--- src/hw/rtl/stcd_pkg.sv ---
`timescale 1ns / 1ps
// ---------------------------------------------------------------------------
// stcd_pkg
// Shared constants and types of the stationary track detector.
// ---------------------------------------------------------------------------
package stcd_pkg;

    localparam int MAX_TRACKS = 8;
    localparam int MAX_POINTS = 32;
    localparam int TRK_W      = 3;
    localparam int SLOT_W     = 5;
    localparam int CNT_W      = 6;
    localparam int ADDR_W     = TRK_W + SLOT_W;
    localparam int DEPTH      = MAX_TRACKS * MAX_POINTS;
    localparam int ENTRY_W    = 64;

    localparam logic [1:0] CFG_TRAIL  = 2'd0;
    localparam logic [1:0] CFG_WINDOW = 2'd1;
    localparam logic [1:0] CFG_RADIUS = 2'd2;
    localparam logic [1:0] CFG_DIM    = 2'd3;

    localparam logic OP_REPORT = 1'b0;

    typedef struct packed {
        logic signed [15:0] x;
        logic signed [15:0] y;
        logic               win;
    } t_pt;

    typedef enum logic [8:0] {
        ST_IDLE     = 9'b000000001,
        ST_PRUNE_RD = 9'b000000010,
        ST_PRUNE_CK = 9'b000000100,
        ST_DUP_RD   = 9'b000001000,
        ST_DUP_CK   = 9'b000010000,
        ST_APPEND   = 9'b000100000,
        ST_LOAD     = 9'b001000000,
        ST_DRAIN    = 9'b010000000,
        ST_FIN      = 9'b100000000
    } t_state;

endpackage

--- src/hw/rtl/stcd_cell.sv ---
`timescale 1ns / 1ps
// ---------------------------------------------------------------------------
// stcd_cell
// One stage of the point chain: holds a position and its in-window flag.
// ---------------------------------------------------------------------------
module stcd_cell (
    input  logic          i_clk,
    input  logic          i_rst_n,
    input  logic          i_shift,
    input  stcd_pkg::t_pt i_pt,
    output stcd_pkg::t_pt o_pt
);
    import stcd_pkg::*;

    t_pt r_pt;

    always_ff @(posedge i_clk) begin
        if (!i_rst_n) begin
            r_pt.win <= 1'b0;
        end else if (i_shift) begin
            r_pt.win <= i_pt.win;
        end
        if (i_shift) begin
            r_pt.x <= i_pt.x;
            r_pt.y <= i_pt.y;
        end
    end

    assign o_pt = r_pt;
endmodule

--- config.mk ---
export PLATFORM = sky130hd
export DESIGN_NAME = stcd_cell
export DESIGN_NICKNAME = d
export VERILOG_FILES = /design/src/hw/rtl/stcd_pkg.sv /design/src/hw/rtl/stcd_cell.sv
export SDC_FILE = /design/constraint.sdc
export NUM_CORES = 1
export LEC_CHECK = 0
export BUFFER_PORTS_ARGS = -buffer_cell sky130_fd_sc_hd__buf_4
export CAP_MARGIN = 20
export CORE_AREA = 2 2 54 56
export DETAILED_ROUTE_END_ITERATION = 8
export DIE_AREA = 0 0 56 58
export GPL_ROUTABILITY_DRIVEN = 0
export MAX_ROUTING_LAYER = met4
export PLACE_DENSITY = 0.74
export REMOVE_ABC_BUFFERS = 1
export SYNTH_ARGS = -nofsm -noshare
export SYNTH_HDL_FRONTEND = slang
export SYNTH_SLANG_ARGS = --single-unit
--- constraint.sdc ---
create_clock -name i_clk -period 0.8 [get_ports i_clk]
set_input_delay 0.16 -clock i_clk [delete_from_list [all_inputs] [get_ports i_clk]]
set_output_delay 0.16 -clock i_clk [all_outputs]
set_load 0.02 [all_outputs]
==> results of run 1 <==
==> cell families after synthesis <==
kind of cell     synth area share [%]
flip-flops                       98.4
multiplexers                     1.00
AND/OR/NAND/NOR                 0.628
==> layer usage <==
metal	GRT usage (%)	vias to the layer above	routed length, um
li1	-	359	-
met1	20.7	356	920
met3	9.38	2	325
met5	-	-	0
met2	31.1	60	1310
met4	7.14	0	21
==> stage by stage <==
stage	power, mW	setup TNS, ns	hold WS (ns)
after detailed placement	2.68	0	0.339
final	4.09	-7.54	0.0598
after CTS	4.09	-8.13	0.0192
after global routing	4.26	-9.36	0.0601
after floorplan	2.30	0	0.259
after global placement	2.67	0	0.338
==> layout by cell type (no fill, tap or decap) <==
cell type / synthesis / routed
buf_12: 0 / 2
buf_4: 0 / 35
buf_6: 0 / 33
bufinv_16: 0 / 1
clkbuf_4: 0 / 5
clkinv_1: 0 / 1
clkinvlp_4: 0 / 1
dfxtp_2: 0 / 1
dlygate4sd3_1: 0 / 32
edfxtp_1: 32 / 32
mux2i_1: 1 / 1
nor2b_1: 1 / 1
==> report_power, final <==
group / switching [mW] / internal [mW] / total [mW]
logic: 0.308 / 0.464 / 0.773
registers: 0.0652 / 2.05 / 2.11
clock network: 0.559 / 0.647 / 1.21
==> final cells by class <==
class | instances | area [um^2] | area share (%)
Clock buffer | 5 | 37.5 | 1.78
Tap cell | 31 | 38.8 | 1.84
Timing Repair Buffer | 102 | 995 | 47.1
Multi-Input combinational cell | 2 | 16.3 | 0.771
Sequential cell | 33 | 982 | 46.5
Clock inverter | 3 | 41.3 | 1.96
==> repair_timing <==
action,4_1_cts,5_1_grt
hold buffers,32,0
buffers inserted,0,0
endpoints found under the setup margin,33,33
gates resized for setup,31,3
hold endpoints to repair,32,0
pin swaps,0,0
==> path summary, 6_finish.rpt <==
check	from	to	slack [ns]	cells after the start
max	o_pt[15]	o_pt[15]	-0.28	1
min	i_rst_n	o_pt[0]	0.06	2
max reg2reg	o_pt[0]	o_pt[0]	0.15	2
min reg2reg	o_pt[0]	o_pt[0]	0.57	2
==> impl_metrics.tcl, run 1 <==
set metrics [dict create \
    status "complete, but fails checks" \
    failed_checks "setup timing" \
    grt_start_max_net_pins 17 \
    hold_path.class "in2reg" \
    port_buffers 68 \
    drtIter0Drc 30 \
    final_cell_area_um2 2110 \
    cts_buffers 5 \
    synth_cells 35 \
    rsz0062_at_grt "true" \
    worstSetupPathType "reg2out" \
    seq_area_frac_synth_pct 98.4 \
    synth-edff-count 32 \
    synth.distinct_cells 4 \
    place_ws_ns 0.0631 \
    pin_count 69 \
    largest_reg_flops 33 \
    h-tree-depth 2 \
    synth_top_area_share_pct 96.4 \
    tightest_slew_ns 0.143 \
    stdcell_count 176 \
    max_stage_delay_ns 0.43 \
    fin_crit_ns 1.08 \
    crit_chain "buf_6" \
    area_growth_pct 112 \
    drive_gt1_share_pct 53.8 \
    setup_viol 33 \
    slew_viol_final 0 \
    crit_path_max_fanout 1 \
    cts_tree "built" \
    setup_ws_ns -0.279 \
    cap_viol_max_count 0 \
    crit_path_end_kind "output port" \
    final_net_count 180 \
    totalWireLength_mm 2.58 \
    clk_path_buf_depth 2 \
    p_leak_nw 0.889 \
    grt-ovfl-total 0 \
    yosysTopAreaCell "edfxtp_1" \
    die_area_um2 3250 \
    clock-sinks 33 \
    ant_nets 0 \
    dp_hpwl_mm 1.41 \
    hold_viol 0 \
    start_util_pct 37.5 \
    synth.area.top_cells "edfxtp_1 96%, dfxtp_1 2.0%, mux2i_1 1.0%" \
    async_flop_share_pct 0 \
    antenna_found_initial 0 \
    fillers 143 \
    cts.clk_slew.worst_paths_ns 0.11 \
    core-area_um2 2660 \
    gr-usage-all-layers_pct 19.2 \
    cp_data_required_time_ns 0.64 \
    fin_skew_ns 0 \
    clockRootBuffer "clkbuf_4" \
    wl_per_cell_um 14.7 \
    placed_area_um2 1590 \
    yosys.cell_count.top_type "edfxtp_1" \
    startpoint_type "flip-flop" \
    cpMaxStageDelayCell "edfxtp_1" \
    dp_cells 136 \
    clock_latency_ns 0.33 \
    final_core_util_pct 79.3 \
    vias_per_cell 4.41 \
    synth_top_flop_cell "edfxtp_1" \
    drc 0 \
    min_period_over_period_pct 135 \
    p_per_area_nw_per_um2 1940 \
    chipHeight_um 58 \
    grt_first_pass_wirelength_mm 4.24 \
    ir_drop_uv 1640 \
    fmax_mhz 927 \
    vias 777 \
    critPathTopFamily "flip-flops" \
    relSlewSlack_pct 90.2 \
    grt_pass1_vias 893 \
    ys_ff_latch 33 \
    synth_commonest_cells "32 x edfxtp_1, 1 x dfxtp_1, 1 x mux2i_1, 1 x nor2b_1" \
    syn-cell-area_um2 997 \
    n_antenna_cell 0 \
    ys_warn_count 0 \
    synth.avg_cell_area_um2 28.5 \
    crit_buf_inv 1 \
    crit_arrival_ns 0.92 \
    rows 19 \
    die_x_um 56 \
    first_pass_iters 5 \
]
No activity file was read; power rests on OpenSTA's default activity.
==> inputs of run 2 (changes only) <==
--- a/config.mk
+++ b/config.mk
@@ -7,9 +7,9 @@
 export LEC_CHECK = 0
 export BUFFER_PORTS_ARGS = -buffer_cell sky130_fd_sc_hd__buf_4
 export CAP_MARGIN = 20
-export CORE_AREA = 2 2 54 56
+export CORE_AREA = 5 5 57 59
 export DETAILED_ROUTE_END_ITERATION = 8
-export DIE_AREA = 0 0 56 58
+export DIE_AREA = 0 0 62 64
 export GPL_ROUTABILITY_DRIVEN = 0
 export MAX_ROUTING_LAYER = met4
 export PLACE_DENSITY = 0.74
==> run 2 against run 1 <==
The run still ends with setup timing left. Cell area down 0.65%. Critical path type unchanged. Critical path depth stayed put. Cell count rose by 0.57%. Largest power group unchanged.
==> impl_metrics.tcl, run 2 (synthesized netlist as in run 1, its figures left out) <==
set metrics [dict create \
    ir_drop_uv 1570 \
    vias 793 \
    r2r_cells 3 \
    tightest_slew_ns 0.141 \
    area_growth_pct 110 \
    clock_latency_ns 0.33 \
    grt_start_max_net_pins 21 \
    layout_commonest_cell "buf_4" \
    cpMaxStageDelayCell "edfxtp_1" \
    grt-ovfl-total 0 \
    stdcell_count 177 \
    cts_buffers 5 \
    fillers 140 \
    hold_viol 0 \
    chipHeight_um 64 \
    failed_checks "setup timing" \
    ant_nets 0 \
    tns_ns -8.08 \
    min_period_over_period_pct 137 \
    status "complete, but fails checks" \
    final_net_count 181 \
    crit_buf_inv 1 \
    setup_ws_ns -0.297 \
    drive_gt1_share_pct 54.1 \
    grt_first_pass_wirelength_mm 4.60 \
    core-area_um2 2660 \
    start_util_pct 37.5 \
    clk_path_buf_depth 2 \
    clock-sinks 33 \
    first_pass_iters 4 \
    totalWireLength_mm 3.43 \
    port_buffers 68 \
    crit_chain "buf_6" \
    slew_viol_final 0 \
    drtIter0Drc 28 \
    cts_tree "built" \
    rows 19 \
    cap_viol_max_count 0 \
    drc 0 \
    hold_path.class "in2reg" \
    rsz0062_at_grt "true" \
    place_ws_ns 0.0319 \
    antenna_found_initial 0 \
    grt_pass1_vias 899 \
    n_antenna_cell 0 \
    fin_skew_ns 0 \
    relSlewSlack_pct 90.4 \
    die_x_um 62 \
    startpoint_type "flip-flop" \
    critPathTopFamily "flip-flops" \
    dp_cells 136 \
    largest_reg_flops 33 \
    worstSetupPathType "reg2out" \
    cp.depth 1 \
    fin_crit_ns 1.10 \
    die_area_um2 3970 \
    cts.clk_slew.worst_paths_ns 0.10 \
    gr-usage-all-layers_pct 17.6 \
    p_leak_nw 0.884 \
    setup_viol 33 \
    clockRootBuffer "clkbuf_4" \
    vias_per_cell 4.48 \
    finalPower_mw 3.80 \
    fmax_mhz 912 \
    h-tree-depth 2 \
    pin_count 69 \
    crit_path_end_kind "output port" \
    cp_data_required_time_ns 0.64 \
    wl_per_cell_um 19.4 \
    max_stage_delay_ns 0.44 \
    crit_path_max_fanout 1 \
    final_cell_mix "35 x buf_4, 34 x buf_6, 32 x dlygate4sd3_1, 32 x edfxtp_1, 5 x clkbuf_4" \
    hold_path_depth 2 \
    p_per_area_nw_per_um2 1810 \
    crit_arrival_ns 0.94 \
]
run 2: final cells by class:
| class | instances | area (um^2) | area share (%) |
|---|---|---|---|
| timing repair buffer | 103 | 1010 | 48.0 |
| sequential | 33 | 982 | 46.8 |
| tap | 31 | 38.8 | 1.85 |
| clock buffer | 5 | 37.5 | 1.79 |
| multi-input combinational | 2 | 20.0 | 0.955 |
| clock inverter | 3 | 12.5 | 0.597 |
run 2: repair_timing:
action                                 4_1_cts  5_1_grt
setup buffers                                0        1
gates resized for setup                     32        4
endpoints found under the hold margin       27        5
setup endpoints to repair                   33       33
hold buffers                                27        5
run 2: metrics by stage:
stage	hold WS (ns)	instance area, um^2	utilization, %
floorplan	0.259	997	-
global route	0.0790	2100	78.8
finish	0.0794	2100	78.8
detailed placement	0.339	1590	59.6
CTS	0.000404	2020	76.0
global placement	0.338	1590	59.6
run 2: power breakdown:
part | switching [mW] | internal (mW)
clock network | 0.562 | 0.318
registers | 0.0760 | 2.05
logic | 0.326 | 0.472
total | 0.964 | 2.84
run 2: routing by layer:
| layer | vias to the layer above | global-route usage [%] | part of all wire (%) |
|---|---|---|---|
| met4 | 0 | 5.57 | 1.2 |
| met2 | 54 | 28.9 | 52 |
| met3 | 5 | 7.44 | 9.4 |
| li1 | 359 | - | - |
| met5 | - | - | 0 |
| met1 | 375 | 18.9 | 37 |
run 2: worst paths after layout:
check / to / slack, ns / start
max: o_pt[10] / -0.30 / o_pt[10]
min: o_pt[0] / 0.08 / i_rst_n
max reg2reg: o_pt[0] / 0.04 / o_pt[0]
min reg2reg: o_pt[0] / 0.67 / o_pt[0]
